<file path="src/i2cms_pkg.sv">
// Shared types and constants of the I2C master transfer sequencer.
// Holds status codes, control codes, register indexes and word layouts.
// No dependencies.
package i2cms_pkg;

    // Input word commands
    localparam logic CMD_START = 1'b0;
    localparam logic CMD_EVENT = 1'b1;

    // Bus controller status codes (low three bits masked off)
    localparam logic [7:0] STATUS_MASK     = 8'hF8;
    localparam logic [7:0] ST_START        = 8'h08;
    localparam logic [7:0] ST_RESTART      = 8'h10;
    localparam logic [7:0] ST_SLA_W_ACK    = 8'h18;
    localparam logic [7:0] ST_SLA_W_NACK   = 8'h20;
    localparam logic [7:0] ST_DATA_W_ACK   = 8'h28;
    localparam logic [7:0] ST_DATA_W_NACK  = 8'h30;
    localparam logic [7:0] ST_ARB_LOST     = 8'h38;
    localparam logic [7:0] ST_SLA_R_ACK    = 8'h40;
    localparam logic [7:0] ST_SLA_R_NACK   = 8'h48;
    localparam logic [7:0] ST_DATA_R_ACK   = 8'h50;
    localparam logic [7:0] ST_DATA_R_NACK  = 8'h58;

    // Clears the read/write bit of the slave address
    localparam logic [7:0] ADDR_WRITE_MASK = 8'hFE;

    // Start and acknowledge control codes
    localparam logic [1:0] CTL_KEEP  = 2'd0;
    localparam logic [1:0] CTL_SET   = 2'd1;
    localparam logic [1:0] CTL_CLEAR = 2'd2;

    // End status codes
    localparam logic [1:0] END_BUSY = 2'd0;
    localparam logic [1:0] END_DONE = 2'd1;
    localparam logic [1:0] END_FAIL = 2'd2;

    // Sub-address modes
    localparam logic [1:0] MODE_NONE  = 2'd0;
    localparam logic [1:0] MODE_READ  = 2'd1;
    localparam logic [1:0] MODE_WRITE = 2'd2;

    // Configuration port
    localparam int CFG_INDEX_WIDTH = 3;
    localparam int CFG_DATA_WIDTH  = 16;
    localparam logic [CFG_INDEX_WIDTH-1:0] CFG_SLAVE_ADDRESS     = 3'd0;
    localparam logic [CFG_INDEX_WIDTH-1:0] CFG_SUB_ADDRESS       = 3'd1;
    localparam logic [CFG_INDEX_WIDTH-1:0] CFG_SUB_ADDRESS_BYTES = 3'd2;
    localparam logic [CFG_INDEX_WIDTH-1:0] CFG_SUB_ADDRESS_MODE  = 3'd3;
    localparam logic [CFG_INDEX_WIDTH-1:0] CFG_TRANSFER_LENGTH   = 3'd4;

    typedef struct packed {
        logic [7:0]  slave_address;
        logic [15:0] sub_address;
        logic [1:0]  sub_address_bytes;
        logic [1:0]  sub_address_mode;
        logic [15:0] transfer_length;
    } t_cfg;

    typedef struct packed {
        logic       cmd;
        logic [7:0] status_code;
        logic [7:0] rx_byte;
        logic [7:0] tx_byte;
    } t_item;

    typedef struct packed {
        logic        load_data;
        logic [7:0]  data_byte;
        logic        take_tx;
        logic        store_rx;
        logic [7:0]  stored_byte;
        logic [15:0] buffer_position;
        logic        clear_interrupt;
        logic [1:0]  start_control;
        logic        set_stop;
        logic [1:0]  ack_control;
        logic [1:0]  end_status;
    } t_result;

endpackage

</file>
<file path="src/i2cms_decide.sv">
// Status event decoder of the I2C master transfer sequencer.
// Computes the next working state and the result word for one input word.
// Depends on i2cms_pkg.
module i2cms_decide #(
    parameter int COUNT_WIDTH = 16
) (
    input  i2cms_pkg::t_cfg         i_cfg,
    input  i2cms_pkg::t_item        i_item,
    input  logic [1:0]              i_mode_now,
    input  logic [1:0]              i_subaddr_left,
    input  logic [COUNT_WIDTH-1:0]  i_bytes_left,
    input  logic [COUNT_WIDTH-1:0]  i_buffer_index,
    input  logic [1:0]              i_end_flag,
    output logic [1:0]              o_mode_now,
    output logic [1:0]              o_subaddr_left,
    output logic [COUNT_WIDTH-1:0]  o_bytes_left,
    output logic [COUNT_WIDTH-1:0]  o_buffer_index,
    output logic [1:0]              o_end_flag,
    output i2cms_pkg::t_result      o_result
);

    logic [7:0]             w_status;
    logic [COUNT_WIDTH-1:0] w_index_inc;
    logic                   w_bytes_nz;

    assign w_status    = i_item.status_code & i2cms_pkg::STATUS_MASK;
    assign w_index_inc = i_buffer_index + COUNT_WIDTH'(1);
    assign w_bytes_nz  = (i_bytes_left != '0);

    always_comb begin
        o_mode_now     = i_mode_now;
        o_subaddr_left = i_subaddr_left;
        o_bytes_left   = i_bytes_left;
        o_buffer_index = i_buffer_index;
        o_end_flag     = i_end_flag;
        o_result       = '0;

        if (i_item.cmd == i2cms_pkg::CMD_START) begin
            // Load working copies of the transfer settings
            o_mode_now     = i_cfg.sub_address_mode;
            o_subaddr_left = i_cfg.sub_address_bytes;
            o_bytes_left   = COUNT_WIDTH'(i_cfg.transfer_length);
            o_buffer_index = '0;
            o_end_flag     = i2cms_pkg::END_BUSY;
        end else begin
            case (w_status)
                i2cms_pkg::ST_START: begin
                    o_result.load_data       = 1'b1;
                    o_result.data_byte       = (i_mode_now == i2cms_pkg::MODE_READ) ?
                        (i_cfg.slave_address & i2cms_pkg::ADDR_WRITE_MASK) :
                        i_cfg.slave_address;
                    o_result.clear_interrupt = 1'b1;
                    o_result.start_control   = i2cms_pkg::CTL_CLEAR;
                end
                i2cms_pkg::ST_RESTART: begin
                    o_result.load_data       = 1'b1;
                    o_result.data_byte       = i_cfg.slave_address;
                    o_result.clear_interrupt = 1'b1;
                    o_result.start_control   = i2cms_pkg::CTL_CLEAR;
                end
                i2cms_pkg::ST_SLA_W_ACK, i2cms_pkg::ST_DATA_W_ACK: begin
                    if (i_mode_now == i2cms_pkg::MODE_NONE) begin
                        o_result.clear_interrupt = 1'b1;
                        o_result.start_control   = i2cms_pkg::CTL_CLEAR;
                        if (w_bytes_nz) begin
                            o_result.load_data       = 1'b1;
                            o_result.data_byte       = i_item.tx_byte;
                            o_result.take_tx         = 1'b1;
                            o_result.buffer_position = 16'(i_buffer_index);
                            o_buffer_index           = w_index_inc;
                            o_bytes_left             = i_bytes_left - COUNT_WIDTH'(1);
                        end else begin
                            o_result.set_stop = 1'b1;
                            o_end_flag        = i2cms_pkg::END_DONE;
                        end
                    end else if (i_mode_now inside {i2cms_pkg::MODE_READ,
                                                    i2cms_pkg::MODE_WRITE}) begin
                        if (i_subaddr_left == 2'd2) begin
                            o_result.load_data       = 1'b1;
                            o_result.data_byte       = i_cfg.sub_address[15:8];
                            o_result.clear_interrupt = 1'b1;
                            o_result.start_control   = i2cms_pkg::CTL_CLEAR;
                            o_subaddr_left           = 2'd1;
                        end else if (i_subaddr_left == 2'd1) begin
                            o_result.load_data       = 1'b1;
                            o_result.data_byte       = i_cfg.sub_address[7:0];
                            o_result.clear_interrupt = 1'b1;
                            o_result.start_control   = i2cms_pkg::CTL_CLEAR;
                            o_subaddr_left           = 2'd0;
                            if (i_mode_now == i2cms_pkg::MODE_WRITE) begin
                                o_mode_now = i2cms_pkg::MODE_NONE;
                            end
                        end else if (i_subaddr_left == 2'd0 &&
                                     i_mode_now == i2cms_pkg::MODE_READ) begin
                            // Sub-address done: issue the repeated start
                            o_result.clear_interrupt = 1'b1;
                            o_result.start_control   = i2cms_pkg::CTL_SET;
                            o_mode_now               = i2cms_pkg::MODE_NONE;
                        end
                    end
                end
                i2cms_pkg::ST_SLA_R_ACK: begin
                    o_result.ack_control     = (i_bytes_left <= COUNT_WIDTH'(1)) ?
                        i2cms_pkg::CTL_CLEAR : i2cms_pkg::CTL_SET;
                    o_result.clear_interrupt = 1'b1;
                    o_result.start_control   = i2cms_pkg::CTL_CLEAR;
                end
                i2cms_pkg::ST_SLA_W_NACK, i2cms_pkg::ST_DATA_W_NACK,
                i2cms_pkg::ST_ARB_LOST, i2cms_pkg::ST_SLA_R_NACK: begin
                    o_result.clear_interrupt = 1'b1;
                    o_result.start_control   = i2cms_pkg::CTL_CLEAR;
                    o_end_flag               = i2cms_pkg::END_FAIL;
                end
                i2cms_pkg::ST_DATA_R_ACK: begin
                    o_result.store_rx        = 1'b1;
                    o_result.stored_byte     = i_item.rx_byte;
                    o_result.buffer_position = 16'(i_buffer_index);
                    o_buffer_index           = w_index_inc;
                    // Count down, holding at zero
                    if (w_bytes_nz) begin
                        o_bytes_left = i_bytes_left - COUNT_WIDTH'(1);
                    end
                    o_result.ack_control     = (o_bytes_left == COUNT_WIDTH'(1)) ?
                        i2cms_pkg::CTL_CLEAR : i2cms_pkg::CTL_SET;
                    o_result.clear_interrupt = 1'b1;
                    o_result.start_control   = i2cms_pkg::CTL_CLEAR;
                end
                i2cms_pkg::ST_DATA_R_NACK: begin
                    o_result.store_rx        = 1'b1;
                    o_result.stored_byte     = i_item.rx_byte;
                    o_result.buffer_position = 16'(i_buffer_index);
                    o_buffer_index           = w_index_inc;
                    o_result.set_stop        = 1'b1;
                    o_result.clear_interrupt = 1'b1;
                    o_result.start_control   = i2cms_pkg::CTL_CLEAR;
                    o_end_flag               = i2cms_pkg::END_DONE;
                end
                default: begin
                end
            endcase
        end

        o_result.end_status = o_end_flag;
    end

endmodule

</file>
<file path="src/i2c_master_transfer_sequencer.sv">
// An accepted word's result is registered in the output slot or else the skid slot.
// Throughput: one word per cycle while the skid slot is empty; the decision for each
// word is shallow logic on the working counters, and a result register plus a skid
// register let one more word in while a result waits on the output.
// Reset (synchronous, active low) clears configuration, working state and the valid
// flags of both output slots. Depends on i2cms_pkg and i2cms_decide.
module i2c_master_transfer_sequencer #(
    parameter int COUNT_WIDTH = 16
) (
    input  logic                                   i_clk,
    input  logic                                   i_rst_n,
    // Configuration write port
    input  logic                                   i_cfg_wr_en,
    input  logic [i2cms_pkg::CFG_INDEX_WIDTH-1:0]  i_cfg_index,
    input  logic [i2cms_pkg::CFG_DATA_WIDTH-1:0]   i_cfg_wdata,
    // Input words
    input  logic                                   i_in_valid,
    output logic                                   o_in_ready,
    input  logic                                   i_cmd,
    input  logic [7:0]                             i_status_code,
    input  logic [7:0]                             i_rx_byte,
    input  logic [7:0]                             i_tx_byte,
    // Result words
    output logic                                   o_out_valid,
    input  logic                                   i_out_ready,
    output logic                                   o_load_data,
    output logic [7:0]                             o_data_byte,
    output logic                                   o_take_tx,
    output logic                                   o_store_rx,
    output logic [7:0]                             o_stored_byte,
    output logic [15:0]                            o_buffer_position,
    output logic                                   o_clear_interrupt,
    output logic [1:0]                             o_start_control,
    output logic                                   o_set_stop,
    output logic [1:0]                             o_ack_control,
    output logic [1:0]                             o_end_status
);

    // Configuration registers
    i2cms_pkg::t_cfg r_cfg;

    // Working state of the current transfer
    logic [1:0]             r_mode_now;
    logic [1:0]             r_subaddr_left;
    logic [COUNT_WIDTH-1:0] r_bytes_left;
    logic [COUNT_WIDTH-1:0] r_buffer_index;
    logic [1:0]             r_end_flag;

    logic [1:0]             n_mode_now;
    logic [1:0]             n_subaddr_left;
    logic [COUNT_WIDTH-1:0] n_bytes_left;
    logic [COUNT_WIDTH-1:0] n_buffer_index;
    logic [1:0]             n_end_flag;

    // Output slot and skid slot
    i2cms_pkg::t_result r_out;
    i2cms_pkg::t_result r_skid;
    logic               r_out_valid;
    logic               r_skid_valid;

    i2cms_pkg::t_item   w_item;
    i2cms_pkg::t_result w_result;
    logic               w_accept;
    logic               w_out_free;

    assign w_item.cmd         = i_cmd;
    assign w_item.status_code = i_status_code;
    assign w_item.rx_byte     = i_rx_byte;
    assign w_item.tx_byte     = i_tx_byte;

    // Take a new word as long as the skid slot is empty
    assign o_in_ready = !r_skid_valid;
    assign w_accept   = i_in_valid && o_in_ready;
    // Output slot can take a word this cycle
    assign w_out_free = !r_out_valid || i_out_ready;

    // Configuration writes
    always_ff @(posedge i_clk) begin
        if (!i_rst_n) begin
            r_cfg <= '0;
        end else if (i_cfg_wr_en) begin
            case (i_cfg_index)
                i2cms_pkg::CFG_SLAVE_ADDRESS: begin
                    r_cfg.slave_address <= i_cfg_wdata[7:0];
                end
                i2cms_pkg::CFG_SUB_ADDRESS: begin
                    r_cfg.sub_address <= i_cfg_wdata[15:0];
                end
                i2cms_pkg::CFG_SUB_ADDRESS_BYTES: begin
                    r_cfg.sub_address_bytes <= i_cfg_wdata[1:0];
                end
                i2cms_pkg::CFG_SUB_ADDRESS_MODE: begin
                    r_cfg.sub_address_mode <= i_cfg_wdata[1:0];
                end
                i2cms_pkg::CFG_TRANSFER_LENGTH: begin
                    r_cfg.transfer_length <= i_cfg_wdata[15:0];
                end
                default: begin
                end
            endcase
        end
    end

    // Status decision for the word at the input
    i2cms_decide #(
        .COUNT_WIDTH (COUNT_WIDTH)
    ) u_decide (
        .i_cfg          (r_cfg),
        .i_item         (w_item),
        .i_mode_now     (r_mode_now),
        .i_subaddr_left (r_subaddr_left),
        .i_bytes_left   (r_bytes_left),
        .i_buffer_index (r_buffer_index),
        .i_end_flag     (r_end_flag),
        .o_mode_now     (n_mode_now),
        .o_subaddr_left (n_subaddr_left),
        .o_bytes_left   (n_bytes_left),
        .o_buffer_index (n_buffer_index),
        .o_end_flag     (n_end_flag),
        .o_result       (w_result)
    );

    // Advance working state on every accepted word
    always_ff @(posedge i_clk) begin
        if (!i_rst_n) begin
            r_mode_now     <= '0;
            r_subaddr_left <= '0;
            r_bytes_left   <= '0;
            r_buffer_index <= '0;
            r_end_flag     <= '0;
        end else if (w_accept) begin
            r_mode_now     <= n_mode_now;
            r_subaddr_left <= n_subaddr_left;
            r_bytes_left   <= n_bytes_left;
            r_buffer_index <= n_buffer_index;
            r_end_flag     <= n_end_flag;
        end
    end

    // Slot valid flags: the skid slot drains into the output slot first,
    // so words leave in the order they came in
    always_ff @(posedge i_clk) begin
        if (!i_rst_n) begin
            r_out_valid  <= 1'b0;
            r_skid_valid <= 1'b0;
        end else if (w_out_free) begin
            if (r_skid_valid) begin
                r_out_valid  <= 1'b1;
                r_skid_valid <= 1'b0;
            end else begin
                r_out_valid <= w_accept;
            end
        end else if (w_accept) begin
            r_skid_valid <= 1'b1;
        end
    end

    // Slot payloads
    always_ff @(posedge i_clk) begin
        if (w_out_free) begin
            if (r_skid_valid) begin
                r_out <= r_skid;
            end else if (w_accept) begin
                r_out <= w_result;
            end
        end else if (w_accept) begin
            r_skid <= w_result;
        end
    end

    assign o_out_valid       = r_out_valid;
    assign o_load_data       = r_out.load_data;
    assign o_data_byte       = r_out.data_byte;
    assign o_take_tx         = r_out.take_tx;
    assign o_store_rx        = r_out.store_rx;
    assign o_stored_byte     = r_out.stored_byte;
    assign o_buffer_position = r_out.buffer_position;
    assign o_clear_interrupt = r_out.clear_interrupt;
    assign o_start_control   = r_out.start_control;
    assign o_set_stop        = r_out.set_stop;
    assign o_ack_control     = r_out.ack_control;
    assign o_end_status      = r_out.end_status;

`ifndef SYNTHESIS
    // Skid slot only fills behind a waiting output word
    a_skid_behind_out: assert property (@(posedge i_clk) disable iff (!i_rst_n)
        r_skid_valid |-> r_out_valid)
        else $error("skid slot holds a word while output slot is empty");

    // A start word clears the buffer index and end flag
    a_start_clears: assert property (@(posedge i_clk) disable iff (!i_rst_n)
        (w_accept && i_cmd == i2cms_pkg::CMD_START) |=>
        (r_buffer_index == '0 && r_end_flag == i2cms_pkg::END_BUSY))
        else $error("start word did not clear working state");

    // End flag never takes the unused code
    a_end_flag_code: assert property (@(posedge i_clk) disable iff (!i_rst_n)
        r_end_flag == i2cms_pkg::END_BUSY || r_end_flag == i2cms_pkg::END_DONE ||
        r_end_flag == i2cms_pkg::END_FAIL)
        else $error("end flag holds an unused code");

    // One word never both consumes and stores a buffer element
    a_take_store_excl: assert property (@(posedge i_clk) disable iff (!i_rst_n)
        r_out_valid |-> !(r_out.take_tx && r_out.store_rx))
        else $error("result both takes and stores a buffer element");

    // Using a buffer element advances the buffer index by exactly one
    a_index_step: assert property (@(posedge i_clk) disable iff (!i_rst_n)
        (w_accept && i_cmd == i2cms_pkg::CMD_EVENT &&
         (w_result.take_tx || w_result.store_rx)) |=>
        (r_buffer_index == $past(r_buffer_index) + COUNT_WIDTH'(1)))
        else $error("buffer index did not advance by one");
`endif

endmodule

</file>
<file path="config.mk">
export PLATFORM = sky130hd
export DESIGN_NAME = i2c_master_transfer_sequencer
export DESIGN_NICKNAME = d
export VERILOG_FILES = /design/src/i2cms_pkg.sv /design/src/i2cms_decide.sv /design/src/i2c_master_transfer_sequencer.sv
export SDC_FILE = /design/constraint.sdc
export NUM_CORES = 1
export LEC_CHECK = 0
export ABC_CLOCK_PERIOD_IN_PS = 6000
export BUFFER_PORTS_ARGS = -buffer_cell sky130_fd_sc_hd__buf_2
export CAP_MARGIN = 0
export CORE_MARGIN = 2
export CORE_UTILIZATION = 43
export DETAILED_ROUTE_END_ITERATION = 6
export GPL_TIMING_DRIVEN = 0
export PLACE_DENSITY = 0.62
export SYNTH_ARGS = -nofsm -noshare
export SYNTH_HDL_FRONTEND = slang
export SYNTH_SLANG_ARGS = --single-unit
export TNS_END_PERCENT = 20
</file>
<file path="constraint.sdc">
create_clock -name i_clk -period 6 [get_ports i_clk]
set_input_delay 0.6 -clock i_clk [delete_from_list [all_inputs] [get_ports i_clk]]
set_output_delay 0.6 -clock i_clk [all_outputs]
set_load 0.005 [all_outputs]
</file>
======== Word-level counts from Yosys, hierarchy flattened ========
Cells that the tools add are included.
operators by class
  add/subtract/negate cells ............... 2
  order comparisons ....................... 1
  eq/ne operators ......................... 31
  multiplexer cells ....................... 57
  bitwise logic cells ..................... 2
  reductions and logical operators ........ 27
operator list
  operator               count
  $mux 16                10
  $pmux 16 s2            3
  $mux 43                2
  $mux 9                 5
  $mux 41                1
  $mux 2                 19
  $pmux 9 s3             1
  $eq 5x3->1 const B     4
  $eq 5x4->1 const B     4
  $add 16x1->16 const B  1
  $eq 16x1->1 const B    1
  $le 16x1->1 const B    1
  $reduce_bool 16->1     1
  $sub 16x1->16 const B  1
  $mux 3                 5
  $reduce_and 2->1       7
  $ne 3x2->1 const B     4
  $eq 5x2->1 const B     2
  $mux 10                1
  $ne 3x1->1 const B     3
  $reduce_or 9->1        1
  $reduce_and 7->1       1
  $eq 3x2->1 const B     2
  $mux 1                 6
  23 further kinds       34
storage, ports and cells
  bits in registers ....................... 170
  input port bits ......................... 49
  output and inout port bits .............. 45
  word-level logic and storage cells ...... 154

======== Longest topological paths before layout ========
  depth after elaboration ................. 11
  depth in mapped cells ................... 10
  gate-level depth less buffers ........... 8

======== Modules after synthesis ========
Synthesis repeated with hierarchy kept, for this count alone.
unflattened totals
  cells, all modules ...................... 837
  area total of the unflattened synthesis .. 8316.7 µm²
by module, submodules not included
  module                         instances  cells an instance  area each (µm²)  seq. area each (µm²)
  i2c_master_transfer_sequencer  1          479                6128.4           4264.1
  i2cms_decide                   1          358                2188.3           0.0

======== Worst setup path before layout ========
OpenSTA, ideal clock, no wires.
  path type ............................... in2reg
  from .................................... input port i_in_valid
  to ...................................... register r_skid[0] in the netlist's numbering, enable pin
  library setup time ...................... 444 ps
  arrival time ............................ 2607 ps
  data required time ...................... 5556 ps
  slack ................................... 2949 ps
  stages on the path ...................... 2
  buffers on the path ..................... 0
  path through ............................ nand2_1 nor2_1
between the ends
  longest elaborated chain between the ends .. 2
RTL lines
  element                     line                                  source
  from (decl)                 i2c_master_transfer_sequencer.sv:17   input logic i_in_valid,
  $logic_and 1x1->1           i2c_master_transfer_sequencer.sv:73   assign w_accept = i_in_valid && o_in_ready;
  $reduce_and 2->1 (no line)  --
  to (signal assigned)        i2c_master_transfer_sequencer.sv:167  r_skid <= w_result;
  to (decl)                   i2c_master_transfer_sequencer.sv:57   i2cms_pkg::t_result r_skid;
Every way passes these cells.
A chain may end at the register's enable or synchronous reset.

======== Worst setup path after layout ========
  from .................................... register r_bytes_left[0]
  to ...................................... register r_out (netlist bit o_ack_control[0]), data pin
between the ends
  longest elaborated chain between the ends .. 10
  elaborated cells on any way between the ends .. 13
  those cells by class .................... 1 x add/sub; 1 x order compare; 1 x eq/ne; 9 x mux; 1 x reduce/logical
RTL lines
  element                                              line                                     source
  from (decl)                                          i2c_master_transfer_sequencer.sv:45      logic [COUNT_WIDTH-1:0] r_bytes_left;
  from (signal assigned)                               i2c_master_transfer_sequencer.sv:134     r_bytes_left <= n_bytes_left;
  $sub 16x1->16 or $reduce_bool 16->1 (tied branches)  i2cms_decide.sv:121, i2cms_decide.sv:28
  $mux 16                                              i2cms_decide.sv:120                      if (w_bytes_nz) begin
  $mux 16                                              i2cms_decide.sv:46                       case (w_status)
  $mux 16                                              i2cms_decide.sv:38                       if (i_item.cmd == i2cms_pkg::CMD_START) begin
  $eq 16x1->1                                          i2cms_decide.sv:123                      o_result.ack_control = (o_bytes_left == COUNT_WIDTH'(1)) ?
  $mux 2                                               i2cms_decide.sv:123
  $pmux 2 s2 (*)                                       i2cms_decide.sv:46
  $mux 41 (*)                                          i2cms_decide.sv:38
  $mux 43 (*)                                          i2c_master_transfer_sequencer.sv:163     end else if (w_accept) begin
  $mux 43 (*)                                          i2c_master_transfer_sequencer.sv:161     if (r_skid_valid) begin
  to (signal assigned)                                 i2c_master_transfer_sequencer.sv:162     r_out <= r_skid;
  to (signal assigned)                                 i2c_master_transfer_sequencer.sv:164     r_out <= w_result;
  to (decl)                                            i2c_master_transfer_sequencer.sv:56      i2cms_pkg::t_result r_out;
Every way passes the cells marked *; elsewhere a longest branch is shown, timed or not. The select of a mux whose other input is x is not followed.

==> impl_results.md <==
- Design internal power: 2020 uW
- Starting density of the core: 43.8%
- RSZ-0062 raised after global routing: no
- Number of buffers added on ports: 87
- Global route overflow: 0
- Critical Path AT: 2.97 ns
- Yosys cell types: 73
- Worst VDD drop: 217 uV
- Crit path required time: 6.19 ns
- Cell family with most CP delay: simple AND/OR/NAND/NOR gates
- Max FO, Critical Path: 8
- Compound-cell area share of the yosys netlist: 13.2%
- CP Capture Type: register
- Post-synthesis mux area share: 6.38%
- Hold crit path type: in2reg
- Post-Synth Adder-Cell Area: 1.69%
- Core Box Area: 0.0186 mm2
- Largest net degree at the start of global routing: 40
- Fill cells: approximately 1800
- Period utilization: 46.3%
- Flop pwr share: 46.6%
- Commonest cells after routing, fill and taps aside: 138 x nand2_1, 94 x buf_2, 86 x edfxtp_1
- Crit path buf inv count: 2
- I/O pin cnt: 94
- Worst-Skew Late Latency: 0.44 ns
- Slew margin rel.: 37.1%
- Placed inst area: 0.00894 mm2
- Row count: 50
- Post-Synth XOR/XNOR Area: roughly 1.7%
- Area of the multi-input gates: 0.00363 mm2
- Global-route wire length before repair: 30800 um
- Clock group share of total power: between 40% and 50%
- DRC Markers: 0
- #FFs+latches synth: 170
- Wire per inst: 16.8 um
- CTS tree: yes
- Pwr Density: approximately 290 mW/mm2
- Max Cap Viol: 0
- EDFF count, synth: 86
- Async S/R FF share, synth: 0%
- Crit Path Class: reg2reg
- Aggregate global-route resource usage: 19.8%
- Sw frac: 26.6%
- Reg clk slew, reported paths: approximately 0.07 ns
- Vias in the first global route: between 5000 and 6000
- Full die area: 0.0201 mm2
- Crit path largest cell delay: 0.43 ns
- Critical path launch point type: register
- Clk buf depth: 2
- Synth Flop Type: edfxtp_1
- H-tree levels: 4
- Drt pass-1 iters: 6
- Routed Antenna Nets: 0
- Crit path cell chain: inv_1 -> ha_1 -> nor3b_1 -> and4_1 -> buf_6 -> or3_1 -> xor2_1 -> nand4b_1 -> a32o_1
- Root buffer cell: clkbuf_16
- CP max stage cell: dfxtp_1
- Routed wire length: around 19000 um
- Die X-Extent: around 140 um
- Sum of negative setup slack: 0 ns
- Commonest non-fill, non-tap cell in the layout: nand2_1
- Final Skew: 0.00916 ns
- N_diodes: 0
- Largest family of logic cells by synthesized area: simple AND/OR/NAND/NOR gates
- Area growth syn-to-layout: 16.9%
- Largest area contributor in the netlist: edfxtp_1
- Leak: 0.00356 uW
- Shortest period the worst path allows: around 2.8 ns
- Worst-margin pin slew: 0.936 ns
- Synth Area per Inst: just over 10 um2
- Synth Instances: between 700 and 800
- Status: finished clean
- Initial antenna violation count: 0
- Switching power of the nets: about 730 uW
- Layout cells sized above 1: 22.0%
- GP Congestion: 0.850
- Final setup fails: 0
- Clock net sink count: 170
- Warnings from Yosys: 0
- Area contributors post-synth: edfxtp_1 32%, dfxtp_1 21%, nand2_1 6.3%
- Syn Nets: 854
- Combinational share of power: 12.1%
- Fmax: 360 MHz
- Chip height: 142 um
- DR vias/cell: 5.36
- Hpwl dp: 14000 um
- Post-route cell area: 0.00954 mm2
- Post-CTS sizing: 0
- Final Max Slew Viols: 0
- Nets: 962
- Synthesized area: 0.00816 mm2
- Synth Area in Simple Gates: 21.4%
- Share of the synthesized area in the top cell type: 31.6%
- CTS Hold Bufs: 0
- Via count: ~6000
- 1st-iter DRT viols: 476
- Seq/Total Area, Yosys: between 50% and 60%
- CTS Buf Count: 17
- FF+latch area: roughly 0.0043 mm2
- Postcts setup bufs: 0
- Final Hold Fails: 0
## logic make-up after synthesis
family,after synthesis
and+or+nand+nor,333
DFF,170
AOI/OAI and AO/OA,158
xor gates and xnor gates,16
muxes,43
adders and majority gates,11
buffers and inverters,63
## cell usage after synthesis (all sizes together) (3+ instances only)
| master | instances |
|---|---|
| nand2 | 138 |
| edfxtp | 86 |
| dfxtp | 84 |
| nor2 | 57 |
| a21boi | 40 |
| mux2 | 39 |
| o21ai | 35 |
| clkbuf | 34 |
| a21oi | 32 |
| and2 | 22 |
| and3 | 19 |
| nand4 | 15 |
| nor2b | 14 |
| buf | 13 |
| inv | 13 |
| nand3 | 12 |
| ha | 11 |
| nor4 | 11 |
| o21a | 9 |
| xor2 | 9 |
| a222oi | 7 |
| nand2b | 7 |
| nor3 | 7 |
| nor3b | 7 |
| or3 | 7 |
| xnor2 | 7 |
| a31oi | 5 |
| mux2i | 4 |
| o2bb2ai | 4 |
| clkinv | 3 |
| o31ai | 3 |
## worst paths after layout
check                               startpoint                    endpoint  slack (ns)  cells past startpoint
setup / recovery  r_bytes_left[0]$_SDFFE_PN0P_  o_ack_control[0]$_DFFE_PP_        3.22                      9
hold reg to reg         r_cfg[27]$_SDFFE_PN0P_      r_cfg[27]$_SDFFE_PN0P_        0.46                      2
setup reg to reg  r_bytes_left[0]$_SDFFE_PN0P_  o_ack_control[0]$_DFFE_PP_        3.22                      9
hold / removal                  i_cfg_wdata[8]      r_cfg[28]$_SDFFE_PN0P_        0.41                      3
## cell type report
cell class / count / area share [%]
Sequential cell: 170 / 44.7
Multi-Input combinational cell: 561 / 38.0
Timing Repair Buffer: 89 / 4.98
Clock buffer: 17 / 4.46
Tap cell: 234 / 3.07
Buffer: 47 / 2.26
Clock inverter: 15 / 1.88
Inverter: 16 / 0.629
## per-layer routing
| layer | vias to the layer above | global-route usage [%] | part of all wire [%] |
|---|---|---|---|
| met5 | - | 0 | 0 |
| met4 | 0 | 6.05 | 1.0 |
| met3 | 16 | 3.68 | 4.2 |
| met2 | 158 | 31.8 | 47 |
| met1 | 2915 | 27.3 | 48 |
| li1 | 3073 | - | - |
## registers in the layout, summed over array words and instances, names as in the netlist, 8 cells and up, named ones only
signal	count
r_cfg	44
r_skid	43
o_buffer_position	16
r_buffer_index	16
r_bytes_left	15
o_data_byte	8
o_stored_byte	8
## through the flow
stage          hold WS, ns  utilization [%]  std cells  power (uW)  setup slack [ns]
2_1_floorplan        0.437                -        794        1530              2.95
3_3_place_gp         0.448             47.7       1115        1630              1.72
3_5_place_dp         0.448             47.9       1117        1640              3.27
4_1_cts              0.391             51.2       1149        2770              3.24
5_1_grt              0.407             51.2       1149        2850              3.04
6_report             0.413             51.2       1149        2750              3.22
## power groups by stage
stage | registers (uW) | clock network, uW | logic [uW]
final | 1280 | 1140 | 333
after global routing | 1290 | 1200 | 368
after CTS | 1280 | 1160 | 332
after detailed placement | 1310 | 0 | 330
after global placement | 1310 | 0 | 324
after floorplan | 1310 | 0 | 219
## worst min-delay path, cell delays in order
cell and delay [ns]:
buf_2 0.11, nand2_1 0.05, a21oi_1 0.05
Note: power is estimated with default switching activity, not from simulation.
